**src/sv/ofd_pkg.sv**
```systemverilog
// Shared constants, register indexes and types of the occupancy frontier detector.
package ofd_pkg;

    // Register file
    localparam int CFG_IDX_W  = 3;
    localparam int CFG_DATA_W = 32;

    localparam logic [CFG_IDX_W-1:0] CFG_MAP_WIDTH  = 3'd0;
    localparam logic [CFG_IDX_W-1:0] CFG_MAP_HEIGHT = 3'd1;
    localparam logic [CFG_IDX_W-1:0] CFG_ORG_X      = 3'd2;
    localparam logic [CFG_IDX_W-1:0] CFG_ORG_Y      = 3'd3;
    localparam logic [CFG_IDX_W-1:0] CFG_CELL_SIZE  = 3'd4;

    localparam int MAP_WIDTH_W  = 11;
    localparam int ROW_W        = 16;
    localparam int COORD_W      = 32;

    localparam logic [MAP_WIDTH_W-1:0] MAP_WIDTH_RST  = 11'd1024;
    localparam logic [ROW_W-1:0]       MAP_HEIGHT_RST = 16'd1024;
    localparam logic [COORD_W-1:0]     CELL_SIZE_RST  = 32'd3277;

    // Sizing defaults
    localparam int DEF_MAX_WIDTH = 1024;
    localparam int MQ_DEPTH      = 4;
    localparam int OQ_DEPTH      = 4;

    // Input item codes
    localparam logic              MODE_CELL    = 1'b0;
    localparam logic signed [7:0] CELL_FREE    = 8'sd0;
    localparam logic signed [7:0] CELL_UNKNOWN = -8'sd1;

    // Cell marks: bit 0 free, bit 1 unknown
    localparam logic [1:0] MARK_NONE    = 2'b00;
    localparam logic [1:0] MARK_FREE    = 2'b01;
    localparam logic [1:0] MARK_UNKNOWN = 2'b10;

    // 3 columns x 3 rows of 2-bit marks
    localparam int WIN_W = 18;

    localparam logic signed [COORD_W-1:0] SAT_MAX = 32'sh7FFF_FFFF;
    localparam logic signed [COORD_W-1:0] SAT_MIN = 32'sh8000_0000;

    typedef struct packed {
        logic signed [COORD_W-1:0] org_x;
        logic signed [COORD_W-1:0] org_y;
        logic        [COORD_W-1:0] cell_size;
    } t_geom;

endpackage

```
**src/sv/ofd_fifo.sv**
```systemverilog
// Small register FIFO with occupancy count, used for the candidate and result queues.
module ofd_fifo
    import ofd_pkg::*;
#(
    parameter int WIDTH = 1,
    parameter int DEPTH = MQ_DEPTH,
    localparam int PW   = (DEPTH > 1) ? $clog2(DEPTH) : 1,
    localparam int CNTW = $clog2(DEPTH + 1)
) (
    input  logic             i_clk,
    input  logic             i_rst_n,
    input  logic             i_push,
    input  logic [WIDTH-1:0] i_data,
    input  logic             i_pop,
    output logic [WIDTH-1:0] o_data,
    output logic [CNTW-1:0]  o_count,
    output logic             o_empty
);

    logic [WIDTH-1:0] r_data [DEPTH];
    logic [PW-1:0]    r_wr_ptr, n_wr_ptr;
    logic [PW-1:0]    r_rd_ptr, n_rd_ptr;
    logic [CNTW-1:0]  r_count, n_count;

    always_comb begin
        n_wr_ptr = r_wr_ptr;
        n_rd_ptr = r_rd_ptr;
        n_count  = r_count;
        if (i_push) begin
            n_wr_ptr = (r_wr_ptr == PW'(DEPTH - 1)) ? '0 : r_wr_ptr + PW'(1);
        end
        if (i_pop) begin
            n_rd_ptr = (r_rd_ptr == PW'(DEPTH - 1)) ? '0 : r_rd_ptr + PW'(1);
        end
        if (i_push && !i_pop) begin
            n_count = r_count + CNTW'(1);
        end else if (!i_push && i_pop) begin
            n_count = r_count - CNTW'(1);
        end
    end

    always_ff @(posedge i_clk) begin
        if (!i_rst_n) begin
            r_wr_ptr <= '0;
            r_rd_ptr <= '0;
            r_count  <= '0;
        end else begin
            r_wr_ptr <= n_wr_ptr;
            r_rd_ptr <= n_rd_ptr;
            r_count  <= n_count;
        end
    end

    always_ff @(posedge i_clk) begin
        if (i_push) begin
            r_data[r_wr_ptr] <= i_data;
        end
    end

    assign o_data  = r_data[r_rd_ptr];
    assign o_count = r_count;
    assign o_empty = (r_count == '0);

`ifndef SYNTH
    a_no_overflow: assert property (@(posedge i_clk) disable iff (!i_rst_n)
        !(i_push && (r_count == CNTW'(DEPTH))))
        else $error("fifo push while full");

    a_no_underflow: assert property (@(posedge i_clk) disable iff (!i_rst_n)
        !(i_pop && (r_count == '0)))
        else $error("fifo pop while empty");

    a_count_range: assert property (@(posedge i_clk) disable iff (!i_rst_n)
        (r_count <= CNTW'(DEPTH)))
        else $error("fifo count out of range");
`endif

endmodule

```
**config.mk**
```make
export PLATFORM = sky130hd
export DESIGN_NAME = ofd_fifo
export DESIGN_NICKNAME = d
export VERILOG_FILES = /design/src/sv/ofd_pkg.sv /design/src/sv/ofd_fifo.sv
export SDC_FILE = /design/constraint.sdc
export NUM_CORES = 1
export LEC_CHECK = 0
export BUFFER_PORTS_ARGS = -buffer_cell sky130_fd_sc_hd__buf_2
export CORE_AREA = 10 10 47 49
export DETAILED_ROUTE_END_ITERATION = 10
export DIE_AREA = 0 0 57 59
export HOLD_SLACK_MARGIN = 0.12
export PLACE_DENSITY = 0.75
export SYNTH_ARGS = -nofsm -noshare
export SYNTH_HDL_FRONTEND = slang
export SYNTH_SLANG_ARGS = --single-unit
```
**constraint.sdc**
```tcl
create_clock -name i_clk -period 2.5 [get_ports i_clk]
set_input_delay 0.25 -clock i_clk [delete_from_list [all_inputs] [get_ports i_clk]]
set_output_delay 0.25 -clock i_clk [all_outputs]
set_load 0.01 [all_outputs]
```
==> summary.txt <==
Cells and area
  – Final core occ: 0.488
  – Diode count: 0
  – Final net count: 74
  – Layout cell share with drive strength beyond 1: 0.213
  – Area grow syn2layout: 15.4%
  – Final design area excluding fillers: 683 um2
  – Most frequent cells in the layout: dfxtp_1 (9), buf_2 (9), ha_1 (6)
  – Post-Layout Cell Count: 77

Yosys
  – Sequential fraction of the synthesis area: 0.507
  – Post-synthesis average cell area: 12.3 um2
  – Yosys reg bits: 13
  – Cell count after synthesis: 48
  – Async SR Flop Fraction: 0
  – Post-synth cell types: 19
  – Top_reg_cell synth: dfxtp_1
  – EDFF count, synth: 4
  – Synth warn: 0
  – Post-Synthesis Cell Area: 592 um2
  – Syn Nets: 60

Critical path
  – Critical Path Max Stage Delay: 460 ps
  – CP Data Arrival Time: 1240 ps
  – Slowest cell on crit path: mux4_2
  – CP Max Fanout: 1
  – CP endpoint kind: primary output
  – Startpoint Class: flip-flop
  – Crit Path Class: reg2out
  – CP top delay family: multiplexers
  – Critical-path cell list: mux4_2 > buf_2
  – Setup slack, reg-to-reg: 1010 ps
  – CP required: 2250 ps
  – Crit path buffers/inverters: 1

Drt
  – DRT Pass-1 Iters: 2
  – # DRC: 0
  – DR WL/cell: 11.1 um
  – DR vias: 360
  – Number of routed nets with antenna violations: 0
  – Vias/cell: 4.68
  – Routed WL: 854 um
  – DR iter-0 viols: 1

Place
  – Setup Slack @ Placement: 770 ps
  – Area post-placement: 657 um2
  – Placed insts: 73
  – Port bufs: 9
  – DPL Wire Length: 711 um
  – Final GP Congestion: 0.714

Clocking
  – CTS sink cnt: 13
  – Num CTS Buffers: 3
  – Clock Pin Slew Worst Setup and Hold Paths: 70 ps
  – H-tree Lvls: 1
  – TritonCTS clock tree: built
  – Post-cts hold buffer count: 0
  – CTS max path bufs: 2
  – Postcts setup bufs: 0
  – Worst-Skew Late Latency: 270 ps
  – CTS resizes: 0
  – CTS root buffer: clkbuf_4

Die
  – Die ar.: 3360 um2
  – Die Width: 57 um
  – Standard-cell rows: 14
  – Boundary Pins: 10
  – Core ar.: 1400 um2
  – Die Y: 59 um
  – Initial core utilization: 0.422

GRT
  – Initial antenna violation count: 0
  – Grt ovf: 0
  – Vias in the first global route: 392
  – Global-route wire length before repair: 1660 um
  – Largest net degree at the start of global routing: 9
  – Gr usage total: 0.0632

STA
  – Number of hold violations in the final report: 0
  – Slew Limit Fails: 0
  – Hold_ws: 192 ps
  – Worst-margin pin slew: 208 ps
  – FMAX: 0.670 GHz
  – Final setup TNS: 0 ps
  – RSZ-0062 raised after global routing: no
  – Final Setup Violations: 0
  – Minimum clock period: 1490 ps
  – Worst Clk Skew: 0.670 ps
  – Rel. slew slack: 0.861
  – Setup ws final: 1010 ps
  – Final Cycle Share: 0.597

Power and ir drop
  – Cell Pwr Density: 682 nW/um2
  – Peak supply drop: 0.450 mV
  – P_leak: 0.301 nW
  – Total power: 466 uW

Hold path
  – Min-delay worst type: in2reg

Flow run
  – MaxCap Viol Count: 0

Run status
  – Status: complete, no violations
-- cell families (layout without fill, tap and decap cells) --
group / count (synthesis) / count (layout) / share of synthesized area
muxes: 4 / 4 / 0.0888
AOI/OAI and AO/OA: 4 / 4 / 0.0423
xor gates and xnor gates: 2 / 2 / 0.0296
and+or+nand+nor: 14 / 14 / 0.146
buffers and inverters: 4 / 17 / 0.0254
adders and majority gates: 7 / 7 / 0.161
DFF: 13 / 13 / 0.507
-- worst reg2reg max path, stage by stage (launching register included) --
cell,delay (ps)
dfxtp_1,370
fa_1,450
xor2_1,180
or3_1,300
a21boi_1,130
-- power by group --
part / total, mW / internal, mW / leakage [nW] / switching [mW]
Sequential: 0.252 / 0.236 / 0.111 / 0.0164
Combinational: 0.0882 / 0.0459 / 0.175 / 0.0423
Clock: 0.125 / 0.0618 / 0.0150 / 0.0636
-- Yosys cell counts, drive strengths merged, types with 2 or more instances --
cell	instances	area share
and2	5	0.053
dfxtp	9	0.30
edfxtp	4	0.20
ha	6	0.13
inv	4	0.025
mux2i	3	0.051
nor2b	4	0.042
nor3b	2	0.025
-- area by class of cell --
| type | count | area, um2 |
|---|---|---|
| Tap cell | 16 | 20.0 |
| Timing Repair Buffer | 9 | 45.0 |
| Fill cell | 131 | 718 |
| Multi-Input combinational cell | 31 | 277 |
| Inverter | 4 | 15.0 |
| Clock buffer | 4 | 26.3 |
| Sequential cell | 13 | 300 |
-- routing by layer --
metal	wire (um)	up-vias	track usage
met1	394	156	0.0669
met3	76	2	0.0536
met2	378	10	0.0915
met4	4	0	0.0201
li1	-	192	-
met5	0	-	0
-- path summary, 6_finish.rpt --
| path | startpoint | end | cells past startpoint |
|---|---|---|---|
| worst max-delay path | r_data[3] | o_data | 2 |
| worst min-delay path | i_data | r_data[2] | 1 |
| worst max register to register | o_count[0] | o_count[2] | 4 |
| worst min register to register | o_count[2] | o_count[2] | 2 |
Power figures use the tool's default switching activity.
