### config.mk
export PLATFORM = sky130hd
export DESIGN_NAME = ofd_back
export DESIGN_NICKNAME = d
export VERILOG_FILES = /design/src/sv/ofd_pkg.sv /design/src/sv/ofd_back.sv
export SDC_FILE = /design/constraint.sdc
export NUM_CORES = 2
export LEC_CHECK = 0
export BUFFER_PORTS_ARGS = -buffer_cell sky130_fd_sc_hd__buf_2
export CAP_MARGIN = 20
export CORE_MARGIN = 5
export CORE_UTILIZATION = 25
export CTS_BUF_LIST = sky130_fd_sc_hd__clkbuf_16
export DETAILED_ROUTE_END_ITERATION = 7
export PLACE_DENSITY = 0.44
export SYNTH_ARGS = -nofsm -noshare
export SYNTH_HDL_FRONTEND = slang
export SYNTH_SLANG_ARGS = --single-unit
### constraint.sdc
create_clock -name i_clk -period 22 [get_ports i_clk]
set_input_delay 3.3 -clock i_clk [delete_from_list [all_inputs] [get_ports i_clk]]
set_output_delay 3.3 -clock i_clk [all_outputs]
set_load 0.1 [all_outputs]
### src/sv/ofd_pkg.sv
// Shared constants, register indexes and types of the occupancy frontier detector.
package ofd_pkg;

    // Register file
    localparam int CFG_IDX_W  = 3;
    localparam int CFG_DATA_W = 32;

    localparam logic [CFG_IDX_W-1:0] CFG_MAP_WIDTH  = 3'd0;
    localparam logic [CFG_IDX_W-1:0] CFG_MAP_HEIGHT = 3'd1;
    localparam logic [CFG_IDX_W-1:0] CFG_ORG_X      = 3'd2;
    localparam logic [CFG_IDX_W-1:0] CFG_ORG_Y      = 3'd3;
    localparam logic [CFG_IDX_W-1:0] CFG_CELL_SIZE  = 3'd4;

    localparam int MAP_WIDTH_W  = 11;
    localparam int ROW_W        = 16;
    localparam int COORD_W      = 32;

    localparam logic [MAP_WIDTH_W-1:0] MAP_WIDTH_RST  = 11'd1024;
    localparam logic [ROW_W-1:0]       MAP_HEIGHT_RST = 16'd1024;
    localparam logic [COORD_W-1:0]     CELL_SIZE_RST  = 32'd3277;

    // Sizing defaults
    localparam int DEF_MAX_WIDTH = 1024;
    localparam int MQ_DEPTH      = 4;
    localparam int OQ_DEPTH      = 4;

    // Input item codes
    localparam logic              MODE_CELL    = 1'b0;
    localparam logic signed [7:0] CELL_FREE    = 8'sd0;
    localparam logic signed [7:0] CELL_UNKNOWN = -8'sd1;

    // Cell marks: bit 0 free, bit 1 unknown
    localparam logic [1:0] MARK_NONE    = 2'b00;
    localparam logic [1:0] MARK_FREE    = 2'b01;
    localparam logic [1:0] MARK_UNKNOWN = 2'b10;

    // 3 columns x 3 rows of 2-bit marks
    localparam int WIN_W = 18;

    localparam logic signed [COORD_W-1:0] SAT_MAX = 32'sh7FFF_FFFF;
    localparam logic signed [COORD_W-1:0] SAT_MIN = 32'sh8000_0000;

    typedef struct packed {
        logic signed [COORD_W-1:0] org_x;
        logic signed [COORD_W-1:0] org_y;
        logic        [COORD_W-1:0] cell_size;
    } t_geom;

endpackage

### src/sv/ofd_back.sv
// Back part: world coordinates of frontier cells, multiply then round and saturate.
module ofd_back
    import ofd_pkg::*;
#(
    parameter int MAX_WIDTH = DEF_MAX_WIDTH,
    parameter int Q_DEPTH   = OQ_DEPTH,
    localparam int CW   = $clog2(MAX_WIDTH),
    localparam int QCW  = $clog2(Q_DEPTH + 1),
    localparam int PXW  = CW + 1 + COORD_W,
    localparam int PYW  = ROW_W + 1 + COORD_W
) (
    input  logic                      i_clk,
    input  logic                      i_rst_n,
    input  t_geom                     i_geom,
    input  logic                      i_q_empty,
    input  logic [CW-1:0]             i_q_col,
    input  logic [ROW_W-1:0]          i_q_row,
    input  logic                      i_q_last,
    output logic                      o_q_pop,
    input  logic [QCW-1:0]            i_oq_count,
    output logic                      o_oq_push,
    output logic [CW-1:0]             o_oq_col,
    output logic [ROW_W-1:0]          o_oq_row,
    output logic signed [COORD_W-1:0] o_oq_world_x,
    output logic signed [COORD_W-1:0] o_oq_world_y,
    output logic                      o_oq_last
);

    // origin + round_half_up(prod / 2), saturated to 32 bits
    function automatic logic signed [COORD_W-1:0] f_place(
        input logic signed [COORD_W-1:0] org,
        input logic [63:0]               prod
    );
        logic [64:0]        inc;
        logic signed [65:0] sum;
        inc = {1'b0, prod} + 65'd1;
        sum = $signed({{34{org[COORD_W-1]}}, org}) + $signed({2'b00, inc[64:1]});
        if (sum > 66'(SAT_MAX)) begin
            return SAT_MAX;
        end else if (sum < 66'(SAT_MIN)) begin
            return SAT_MIN;
        end
        return sum[COORD_W-1:0];
    endfunction

    logic             r_m_valid;
    logic [CW-1:0]    r_m_col;
    logic [ROW_W-1:0] r_m_row;
    logic             r_m_last;
    logic [PXW-1:0]   r_m_prod_x;
    logic [PYW-1:0]   r_m_prod_y;

    logic [PXW-1:0]   m_idx_x, m_size_x;
    logic [PYW-1:0]   m_idx_y, m_size_y;

    // Take a candidate only when the output queue has room for it and the one in flight
    assign o_q_pop = !i_q_empty
                  && (({1'b0, i_oq_count} + (QCW + 1)'(r_m_valid)) < (QCW + 1)'(Q_DEPTH));

    always_comb begin
        m_idx_x  = PXW'({i_q_col, 1'b1});
        m_size_x = PXW'(i_geom.cell_size);
        m_idx_y  = PYW'({i_q_row, 1'b1});
        m_size_y = PYW'(i_geom.cell_size);
    end

    always_ff @(posedge i_clk) begin
        if (!i_rst_n) begin
            r_m_valid <= 1'b0;
        end else begin
            r_m_valid <= o_q_pop;
        end
    end

    always_ff @(posedge i_clk) begin
        if (o_q_pop) begin
            r_m_col    <= i_q_col;
            r_m_row    <= i_q_row;
            r_m_last   <= i_q_last;
            r_m_prod_x <= m_idx_x * m_size_x;
            r_m_prod_y <= m_idx_y * m_size_y;
        end
    end

    assign o_oq_push    = r_m_valid;
    assign o_oq_col     = r_m_col;
    assign o_oq_row     = r_m_row;
    assign o_oq_last    = r_m_last;
    assign o_oq_world_x = f_place(i_geom.org_x, 64'(r_m_prod_x));
    assign o_oq_world_y = f_place(i_geom.org_y, 64'(r_m_prod_y));

endmodule

==> results.yml <==
status:
  status: "complete, no violations"
logic_synthesis:
  syn_inst: 4556
  yosys-top-cells-count: "inv_1 (847), fa_1 (720), nand2_1 (624), and2_1 (413), ha_1 (302)"
  syn_area_per_cell_um2: 8.638
  netlist.area_leader.share: 0.3662
  synthTopCellsByArea: "fa_1 (37%), ha_1 (9.6%), edfxtp_1 (9.0%), inv_1 (8.1%), and2_1 (6.6%)"
  synth_enable_flop_cells: 118
  ys.flop_type: "edfxtp_1"
  yosys_warnings: 0
  synth_fp_nets: 5707
  yosysMostFrequentCell: "inv_1"
  synth_area_leader_cell: "fa_1"
  syn_area_um2: 39360
  ys_async_sr_fraction: 0
  ys_types: 82
  yosysSeqAreaShare: 0.09054
  synth-seq-cells: 119
clock_tree:
  cts_resized: 0
  clk_latency_ps: 520
  htreeDepth: 4
  cts_root_buffer: "clkbuf_16"
  cts.sinks: 119
  cts_hold_buf: 0
  cts_tree: "built"
  clk_pin_slew_ps: 70
  post-cts-setup-buffers: 0
  cts_inserted_buffers: 17
  cts_buffer_depth: 2
setup_path:
  r2r-start: "o_oq_push"
  crit_path_start_kind: "primary input"
  startpoint: "i_geom[32]"
  crit_fanout: 31
  cp-endpoint: "o_oq_world_y[13]"
  crit_arrival_ps: 8030
  rrSetupSlack_ps: 20240
  required_ps: 18700
  crit_type: "in -> out"
  reg2reg_depth: 2
  r2r-end: "r_m_prod_y[47]"
  crit_path_end_kind: "output pin"
global_route:
  grt_max_degree: 121
  grt_pass1_wl_mm: 186.2
  grt-ovfl-total: 0
  grt_antenna_before_repair: 9
  grt_pass1_vias: 32800
  grtUsageTotal: 0.1429
die:
  die_area_um2: 165500
  start_util: 0.2517
  die_x_um: 406.8
  die_h_um: 406.8
  boundaryPins: 222
  coreArea_um2: 156400
  row_count: 145
detailed_routing:
  postRouteWirelength_mm: 115.2
  firstDrtPassIters: 7
  drt_first_iter_violations: 1466
  antenna_left: 0
  vias: 30590
  drt-wirelength-per-cell_um: 17.25
  drc: 0
  vias_per_cell: 4.580
place:
  port_buffers: 221
  place_hpwl_mm: 88.58
  gp_congestion: 0.8210
  post-place-cells: 6639
timing:
  hold_viol: 0
  setup_viol: 0
  finalSetupTns_ps: 0
  fin_skew_ps: 15.68
  max_slew_margin: 0.3744
  rsz0062_at_grt: "no"
  worst_slew_pin_slew_ps: 938.3
  finalMaxSlewViolations: 0
  timing.fmax_ghz: 0.08829
  period_share: 0.5148
  min_period_ps: 11330
final_layout:
  num-fill-cells: 17040
  drive_gt1_frac: 0.06590
  synthToLayoutAreaGrowth_pct: 9.290
  multi_input_area_um2: 31750
  fin_util: 0.2750
  fin_nets: 5751
  fin_cells: 6678
  seq_area_um2: 3563
hold_path:
  min-delay-start: "o_oq_push"
  hold_class: "reg -> reg"
run:
  maxCapViolations: 0
state kept, by name, summed over array words and instances (netlist names):
signal	flops
r_m_prod_y	48
r_m_prod_x	43
o_oq_row	16
o_oq_col	10
o_oq_last	1
o_oq_push	1
routing by layer:
| layer | part of all wire | track usage |
|---|---|---|
| met1 | 0.45 | 0.1883 |
| met2 | 0.50 | 0.2523 |
| met3 | 0.031 | 0.01928 |
| met4 | 0.013 | 0.02585 |
| met5 | 0.00060 | 0 |
cells in the final DEF, fill, tap and decap left out, types with 13 or more instances in the layout:
cell / count
inv_1: 848
xor2_1: 75
nand2b_1: 15
a21oi_1: 197
o21bai_1: 33
and2_1: 413
nand2_1: 624
a211oi_1: 14
nor4_1: 13
buf_4: 25
o21ai_1: 45
nand4_1: 63
fa_1: 720
buf_2: 221
a31oi_1: 22
a21o_1: 106
nor2b_1: 23
xnor2_1: 169
o31ai_1: 14
o21a_1: 24
nor2_1: 127
clkbuf_16: 17
ha_1: 302
o211ai_1: 17
and3_1: 34
nand3_1: 68
o21ai_0: 77
nor3_1: 32
edfxtp_1: 118
kinds of logic (layout without fill, tap and decap cells):
group	count (synthesis)	in the layout	synth area share
fa+ha+maj	1022	1022	0.4623
flops	119	119	0.09054
simple gates	1457	1457	0.1824
buf+inv	1071	1128	0.1038
other cells	0	7	0
compound gates	635	635	0.1046
mux	8	8	0.002067
xor+xnor	244	244	0.05430
critical path, stage by stage:
cell and delay (ps):
buf_2 80, ha_1 180, inv_1 60, fa_1 390, nand2b_1 170, a21oi_1 280, o2111ai_1 270, a31oi_1 610
nor2_1 230, mux2_1 380, a2111oi_2 330, nand4_1 130, nor4b_1 430, a41oi_2 160, buf_4 260, o31ai_1 270
buf_2 470
how the worst min path moves through the flow:
stage,to,slack (ps),cells after the start
finish,o_oq_col[1],990,2
CTS,o_oq_last,1050,2
detailed placement,o_oq_last,1030,2
global placement,o_oq_last,1020,2
global route,o_oq_last,1070,2
floorplan,o_oq_col[0],3400,0
metrics by stage:
stage | hold slack (ps) | cell area [µm²] | setup WS [ps]
floorplan | 3399 | 39360 | 3611
global placement | 1017 | 42390 | 10830
detailed placement | 1029 | 42390 | 10840
CTS | 1050 | 42990 | 10780
global route | 1071 | 43000 | 10300
finish | 989.0 | 43010 | 10670
cell type report:
type                            instances  area share
Antenna cell                            7   0.0004073
Clock buffer                           17    0.009891
Clock inverter                         15    0.004160
Inverter                              849     0.07409
Multi-Input combinational cell       3366      0.7382
Sequential cell                       119     0.08285
Tap cell                             2058     0.05987
Timing Repair Buffer                  247     0.03054
Power is not shown: default switching activity piles up to over one toggle a cycle in this logic, so the estimate is an artifact.
