File: src/sv/ofd_pkg.sv
// Shared constants, register indexes and types of the occupancy frontier detector.
package ofd_pkg;

    // Register file
    localparam int CFG_IDX_W  = 3;
    localparam int CFG_DATA_W = 32;

    localparam logic [CFG_IDX_W-1:0] CFG_MAP_WIDTH  = 3'd0;
    localparam logic [CFG_IDX_W-1:0] CFG_MAP_HEIGHT = 3'd1;
    localparam logic [CFG_IDX_W-1:0] CFG_ORG_X      = 3'd2;
    localparam logic [CFG_IDX_W-1:0] CFG_ORG_Y      = 3'd3;
    localparam logic [CFG_IDX_W-1:0] CFG_CELL_SIZE  = 3'd4;

    localparam int MAP_WIDTH_W  = 11;
    localparam int ROW_W        = 16;
    localparam int COORD_W      = 32;

    localparam logic [MAP_WIDTH_W-1:0] MAP_WIDTH_RST  = 11'd1024;
    localparam logic [ROW_W-1:0]       MAP_HEIGHT_RST = 16'd1024;
    localparam logic [COORD_W-1:0]     CELL_SIZE_RST  = 32'd3277;

    // Sizing defaults
    localparam int DEF_MAX_WIDTH = 1024;
    localparam int MQ_DEPTH      = 4;
    localparam int OQ_DEPTH      = 4;

    // Input item codes
    localparam logic              MODE_CELL    = 1'b0;
    localparam logic signed [7:0] CELL_FREE    = 8'sd0;
    localparam logic signed [7:0] CELL_UNKNOWN = -8'sd1;

    // Cell marks: bit 0 free, bit 1 unknown
    localparam logic [1:0] MARK_NONE    = 2'b00;
    localparam logic [1:0] MARK_FREE    = 2'b01;
    localparam logic [1:0] MARK_UNKNOWN = 2'b10;

    // 3 columns x 3 rows of 2-bit marks
    localparam int WIN_W = 18;

    localparam logic signed [COORD_W-1:0] SAT_MAX = 32'sh7FFF_FFFF;
    localparam logic signed [COORD_W-1:0] SAT_MIN = 32'sh8000_0000;

    typedef struct packed {
        logic signed [COORD_W-1:0] org_x;
        logic signed [COORD_W-1:0] org_y;
        logic        [COORD_W-1:0] cell_size;
    } t_geom;

endpackage

File: src/sv/ofd_front.sv
// Front part: raster counters, cell classification, line store and 3x3 window decision.
module ofd_front
    import ofd_pkg::*;
#(
    parameter int MAX_WIDTH = DEF_MAX_WIDTH,
    parameter int Q_DEPTH   = MQ_DEPTH,
    localparam int CW  = $clog2(MAX_WIDTH),
    localparam int WW  = $clog2(MAX_WIDTH + 1),
    localparam int QCW = $clog2(Q_DEPTH + 1)
) (
    input  logic                   i_clk,
    input  logic                   i_rst_n,
    input  logic                   i_restart,
    input  logic [MAP_WIDTH_W-1:0] i_map_width,
    input  logic [ROW_W-1:0]       i_map_height,
    input  logic                   i_push,
    input  logic                   i_mode,
    input  logic signed [7:0]      i_cell_value,
    input  logic [QCW-1:0]         i_q_count,
    output logic                   o_full,
    output logic                   o_cand_push,
    output logic [CW-1:0]          o_cand_col,
    output logic [ROW_W-1:0]       o_cand_row,
    output logic                   o_cand_last
);

    logic             accept;
    logic [WW-1:0]    w_eff;
    logic [ROW_W-1:0] h_eff;

    logic [CW-1:0]    r_col, n_col;
    logic [ROW_W-1:0] r_row, n_row;
    logic [WW-1:0]    r_flush, n_flush;

    logic             padding;
    logic             is_final;
    logic             wrap;
    logic             col_nz;
    logic [ROW_W:0]   erow;
    logic [ROW_W:0]   crow;
    logic [CW-1:0]    ccol;
    logic             decide;
    logic [1:0]       mark;

    // Line store: [1:0] row two above, [3:2] row one above
    logic [3:0]       r_store [MAX_WIDTH];
    logic [3:0]       r_rd;

    logic             r_b_valid;
    logic [CW-1:0]    r_b_col;
    logic [1:0]       r_b_mark;
    logic             r_b_decide;
    logic [CW-1:0]    r_b_ccol;
    logic [ROW_W-1:0] r_b_crow;
    logic             r_b_left, r_b_right, r_b_top, r_b_bottom;
    logic             r_b_last;
    logic             r_b_final;
    logic             r_b_fwd;
    logic [3:0]       r_b_fwd_data;
    logic [WIN_W-1:0] r_window;

    logic [3:0]       b_entry;
    logic [1:0]       b_upper, b_middle;
    logic [WIN_W-1:0] b_window;
    logic             b_hit;

    always_comb begin
        if (i_map_width == '0) begin
            w_eff = WW'(1);
        end else if (32'(i_map_width) > 32'(MAX_WIDTH)) begin
            w_eff = WW'(MAX_WIDTH);
        end else begin
            w_eff = WW'(i_map_width);
        end
        h_eff = (i_map_height == '0) ? ROW_W'(1) : i_map_height;
    end

    assign o_full = ({1'b0, i_q_count} + (QCW + 1)'(r_b_valid)) >= (QCW + 1)'(Q_DEPTH);
    assign accept = i_push && !o_full;

    // Classify the incoming position
    always_comb begin
        padding  = (r_row >= h_eff);
        is_final = padding && (r_flush >= w_eff);
        wrap     = ((WW'(r_col) + WW'(1)) == w_eff);
        col_nz   = (r_col != '0);
        erow     = {1'b0, r_row} + (ROW_W + 1)'(is_final);
        decide   = col_nz ? (erow >= (ROW_W + 1)'(1)) : (erow >= (ROW_W + 1)'(2));
        crow     = col_nz ? erow - (ROW_W + 1)'(1) : erow - (ROW_W + 1)'(2);
        ccol     = col_nz ? r_col - CW'(1) : CW'(w_eff - WW'(1));
        mark     = MARK_NONE;
        if (!padding && (i_mode == MODE_CELL)) begin
            if (i_cell_value == CELL_FREE) begin
                mark = MARK_FREE;
            end else if (i_cell_value == CELL_UNKNOWN) begin
                mark = MARK_UNKNOWN;
            end
        end
    end

    always_comb begin
        n_col   = r_col;
        n_row   = r_row;
        n_flush = r_flush;
        if (i_restart) begin
            n_col   = '0;
            n_row   = '0;
            n_flush = '0;
        end else if (accept) begin
            if (is_final) begin
                n_col   = '0;
                n_row   = '0;
                n_flush = '0;
            end else begin
                if (padding) begin
                    n_flush = r_flush + WW'(1);
                end
                if (wrap) begin
                    n_col = '0;
                    if (!padding) begin
                        n_row = r_row + ROW_W'(1);
                    end
                end else begin
                    n_col = r_col + CW'(1);
                end
            end
        end
    end

    always_ff @(posedge i_clk) begin
        if (!i_rst_n) begin
            r_col     <= '0;
            r_row     <= '0;
            r_flush   <= '0;
            r_b_valid <= 1'b0;
        end else begin
            r_col     <= n_col;
            r_row     <= n_row;
            r_flush   <= n_flush;
            r_b_valid <= accept;
        end
    end

    always_ff @(posedge i_clk) begin
        if (accept) begin
            r_b_col      <= r_col;
            r_b_mark     <= mark;
            r_b_decide   <= decide && (crow < {1'b0, h_eff});
            r_b_ccol     <= ccol;
            r_b_crow     <= crow[ROW_W-1:0];
            r_b_left     <= (ccol == '0);
            r_b_right    <= (WW'(ccol) == (w_eff - WW'(1)));
            r_b_top      <= (crow == '0);
            r_b_bottom   <= (crow == ({1'b0, h_eff} - (ROW_W + 1)'(1)));
            r_b_last     <= (WW'(ccol) == (w_eff - WW'(1)))
                         && (crow == ({1'b0, h_eff} - (ROW_W + 1)'(1)));
            r_b_final    <= is_final;
            // Bypass the entry that the item in flight writes this cycle
            r_b_fwd      <= r_b_valid && (r_b_col == r_col);
            r_b_fwd_data <= {r_b_mark, b_middle};
        end
    end

    // Line store: read at accept, written back in the next cycle
    always_ff @(posedge i_clk) begin
        if (accept) begin
            r_rd <= r_store[r_col];
        end
        if (r_b_valid) begin
            r_store[r_b_col] <= {r_b_mark, b_middle};
        end
    end

    always_comb begin
        b_entry  = r_b_fwd ? r_b_fwd_data : r_rd;
        b_upper  = b_entry[1:0];
        b_middle = b_entry[3:2];
        b_window = {r_b_mark, b_middle, b_upper, r_window[WIN_W-1:6]};
    end

    always_comb begin
        b_hit = 1'b0;
        for (int k = 0; k < 3; k++) begin
            for (int r = 0; r < 3; r++) begin
                if (!(k == 1 && r == 1) && !(k == 0 && r_b_left) && !(k == 2 && r_b_right)
                    && !(r == 0 && r_b_top) && !(r == 2 && r_b_bottom)
                    && ((b_window[6*k + 2*r +: 2] & MARK_UNKNOWN) != MARK_NONE)) begin
                    b_hit = 1'b1;
                end
            end
        end
    end

    always_ff @(posedge i_clk) begin
        if (!i_rst_n) begin
            r_window <= '0;
        end else if (i_restart) begin
            r_window <= '0;
        end else if (r_b_valid) begin
            r_window <= r_b_final ? '0 : b_window;
        end
    end

    assign o_cand_push = r_b_valid && r_b_decide && b_hit
                      && ((b_window[8 +: 2] & MARK_FREE) != MARK_NONE);
    assign o_cand_col  = r_b_ccol;
    assign o_cand_row  = r_b_crow;
    assign o_cand_last = r_b_last;

`ifndef SYNTH
    a_col_in_row: assert property (@(posedge i_clk) disable iff (!i_rst_n)
        (WW'(r_col) < w_eff))
        else $error("column counter beyond map width");

    a_flush_range: assert property (@(posedge i_clk) disable iff (!i_rst_n)
        (r_flush <= w_eff) && (r_row <= h_eff))
        else $error("row or flush counter beyond frame");

    a_fwd_source: assert property (@(posedge i_clk) disable iff (!i_rst_n)
        (r_b_valid && r_b_fwd) |-> $past(r_b_valid))
        else $error("line store bypass without an item in flight");
`endif

endmodule

File: config.mk
export PLATFORM = sky130hd
export DESIGN_NAME = ofd_front
export DESIGN_NICKNAME = d
export VERILOG_FILES = /design/src/sv/ofd_pkg.sv /design/src/sv/ofd_front.sv
export SDC_FILE = /design/constraint.sdc
export NUM_CORES = 2
export LEC_CHECK = 0
export BUFFER_PORTS_ARGS = -buffer_cell sky130_fd_sc_hd__buf_4
export CAP_MARGIN = 15
export CORE_MARGIN = 8
export CORE_UTILIZATION = 40
export CTS_CLUSTER_DIAMETER = 50
export DETAILED_ROUTE_END_ITERATION = 8
export REMOVE_ABC_BUFFERS = 1
export SETUP_SLACK_MARGIN = 0.2
export SLEW_MARGIN = 25
export SYNTH_ARGS = -nofsm -noshare
export SYNTH_HDL_FRONTEND = slang
export SYNTH_SLANG_ARGS = --single-unit
File: constraint.sdc
create_clock -name i_clk -period 23.2 [get_ports i_clk]
set_clock_uncertainty 0.2 [all_clocks]
set_input_delay 0 -clock i_clk [delete_from_list [all_inputs] [get_ports i_clk]]
set_output_delay 0 -clock i_clk [all_outputs]
set_load 0.02 [all_outputs]
==> reports/results.ini <==
[sta]
rsz0062_at_grt=false
setup-tns-final_ns=0
finalSetupViolations=0
worst_pin_slew_ns=1.17
fin_ws_ns=14.41
final.min_clock_period_ns=8.79
slew_headroom=0.220
fin_crit_sh=0.379
hold_ws_ns=0.0962
drv_slew=0
max_freq_mhz=114
finalHoldViolations=0

[route]
drtIter0Drc=8484
wire_per_inst_um=30.1
postRouteAntennaNets=0
drc=0
vias_per_cell=5.86
vias=67388
drtPass1Iterations=6
routed_wl_mm=346

[setup_path]
crit_path_start_kind=input pin
rr_startpoint=r_row[9]$_SDFFE_PP0P_
critPathArrivalTime_ns=9.35
required_ns=23.76
cp_max_fo=8
setup.worst_path.start=i_map_width[5]
crit_type=in -> reg
cpMostUsedCell=dlygate4sd3_1
timing.critical_path.slowest_stage_cell=xnor2_1
cpPeakStageDelay_ns=0.64
path_delay_family=buffers and inverters
cp_num_buf_inv=7
endpoint_kind=flop

[pwr]
power.leakage_nw=44.0
pwr-share-clk=0.467
switchingPower_mw=2.47
finalPower_mw=12.2
seqPwrFrac=0.513
p_int_mw=9.70
power_density_mw_per_mm2=82.4
p_comb_frac=0.020
netSwitchingFraction=0.203
vdd_drop_max_mv=0.0561

[grt]
grt.total_usage=0.199
grt_pass1_wl_mm=500
gr-total-overflow=0
grt_pass1_vias=68949
grt_max_degree=234
antenna_found_initial=21

[synthesis]
post-synth-top-area-cell=edfxtp_1
yosysMostFrequentCell=edfxtp_1
yosys-top-cells-area=edfxtp_1 73%, mux4_2 16%, nor2_1 3.2%
synth_ff_type=edfxtp_1
synth_warnings=0
ys_seq_area_frac=0.733
synth_area_per_cell_um2=19.2
synth_top_area_frac=0.726
synth_area_mm2=0.129
synth-async-reset-ratio=0
synthDistinctLibCells=79
synth_seq_cells=3169
synth_top_cells_by_count=3124 x edfxtp_1, 1096 x nor2_1, 941 x mux4_2
synth_edf_count=3124
postSynthCellCount=6743

[clock_tree]
cts_sinks=3169
post_cts_buffers=0
cts.root.buffer_cell=clkbuf_16
cts_resized=0
cts_tree=done
cts_buffer_depth=4
htreeDepth=5
clock_latency_ns=0.90
numCtsBuffers=359
clk_pin_slew_ns=0.06

[die]
start_util=0.402
pin_count=72
num_rows=208
dieArea_mm2=0.342
core_region_area_mm2=0.321
die_w_um=584
die_h_um=584

[hold_path]
hp-class=in -> reg
holdCritStartpoint=i_map_width[10]

[finish]
fin_nets=7012
drive_above_1_share=0.252
stdcell_area_mm2=0.148
fin_util=0.460
layoutNonFillerInstCount=11509
area_growth_pct=14.3

[place]
place_area_mm2=0.135
dp_cells=10789
place.gp.congestion=0.833
dpl_worst_slack_ns=15.87
io_buffers=71
hpwl_mm=200

[flow_run]
drv_cap=0

[status]
outcome=complete, no violations

power by group through the flow:
stage	Clock (mW)	Sequential (mW)	Combinational, mW
finish	5.69	6.24	0.239
global route	5.98	6.24	0.256
CTS	5.77	6.24	0.241
detailed placement	0	6.36	0.232
global placement	0	6.36	0.229
floorplan	0	6.42	0.260
worst min-delay path: stages:
cell and delay [ns]:
dlygate4sd3_1 0.53, buf_4 0.21, nor2_1 0.11, a21oi_1 0.20
routing by layer:
| metal | part of all wire | global-route usage | wire length (um) |
|---|---|---|---|
| met3 | 0.088 | 0.0355 | 30300 |
| met5 | 0 | 0 | 0 |
| met1 | 0.41 | 0.279 | 140000 |
| met4 | 0.028 | 0.0564 | 9760 |
| met2 | 0.48 | 0.321 | 166000 |
cell usage in the layout, fill, tap and decap left out, types with 54 or more instances in the layout:
cell           instances
nand2_1              121
nand3_1               54
clkinv_1              61
clkbuf_16            369
buf_4                214
edfxtp_1            3124
mux4_2               941
ha_1                  57
dlygate4sd3_1         64
clkinv_2              56
a21oi_1               71
nor2_1              1093
xnor2_1               74
mux2i_1               71
final timing paths:
check / endpoint / slack (ns) / cells past startpoint
min reg2reg: r_window[9]$_SDFFE_PP0P_ / 0.28 / 2
max: o_cand_last$_DFFE_PP_ / 14.41 / 31
max reg2reg: o_cand_last$_DFFE_PP_ / 15.22 / 24
min: o_cand_col[5]$_DFFE_PP_ / 0.1 / 4
sequential cells by signal (all words and copies together), names as in the netlist, 2 cells and up:
register      count
r_store        3072
o_cand_row       16
r_row            16
r_flush          11
o_cand_col       10
r_b_col          10
r_col            10
r_window          7
r_b_fwd_data      3
r_rd              3
r_b_mark          2
kinds of logic after synthesis:
group / count (synthesis) / synth area share
DFF: 3169 / 0.733
buffers and inverters: 538 / 0.0167
xor gates and xnor gates: 96 / 0.00699
muxes: 1022 / 0.170
adders and majority gates: 58 / 0.00559
AOI/OAI and AO/OA: 302 / 0.0163
and+or+nand+nor: 1558 / 0.0514
layout make-up:
| cell class | instances | area [um2] |
|---|---|---|
| timing repair buffer | 302 | 2720 |
| clock inverter | 233 | 2470 |
| multi-input combinational | 3036 | 32800 |
| tap | 4305 | 5390 |
| fill | 26690 | 174000 |
| inverter | 44 | 166 |
| clock buffer | 417 | 9410 |
| antenna | 3 | 7.51 |
| sequential | 3169 | 94700 |
timing repair:
| item | in CTS | in global routing |
|---|---|---|
| hold buffers | 64 | 0 |
| hold endpoints to repair | 63 | 0 |
| endpoints found under the setup margin | 0 | 0 |
Note: power is estimated with default switching activity, not from simulation.
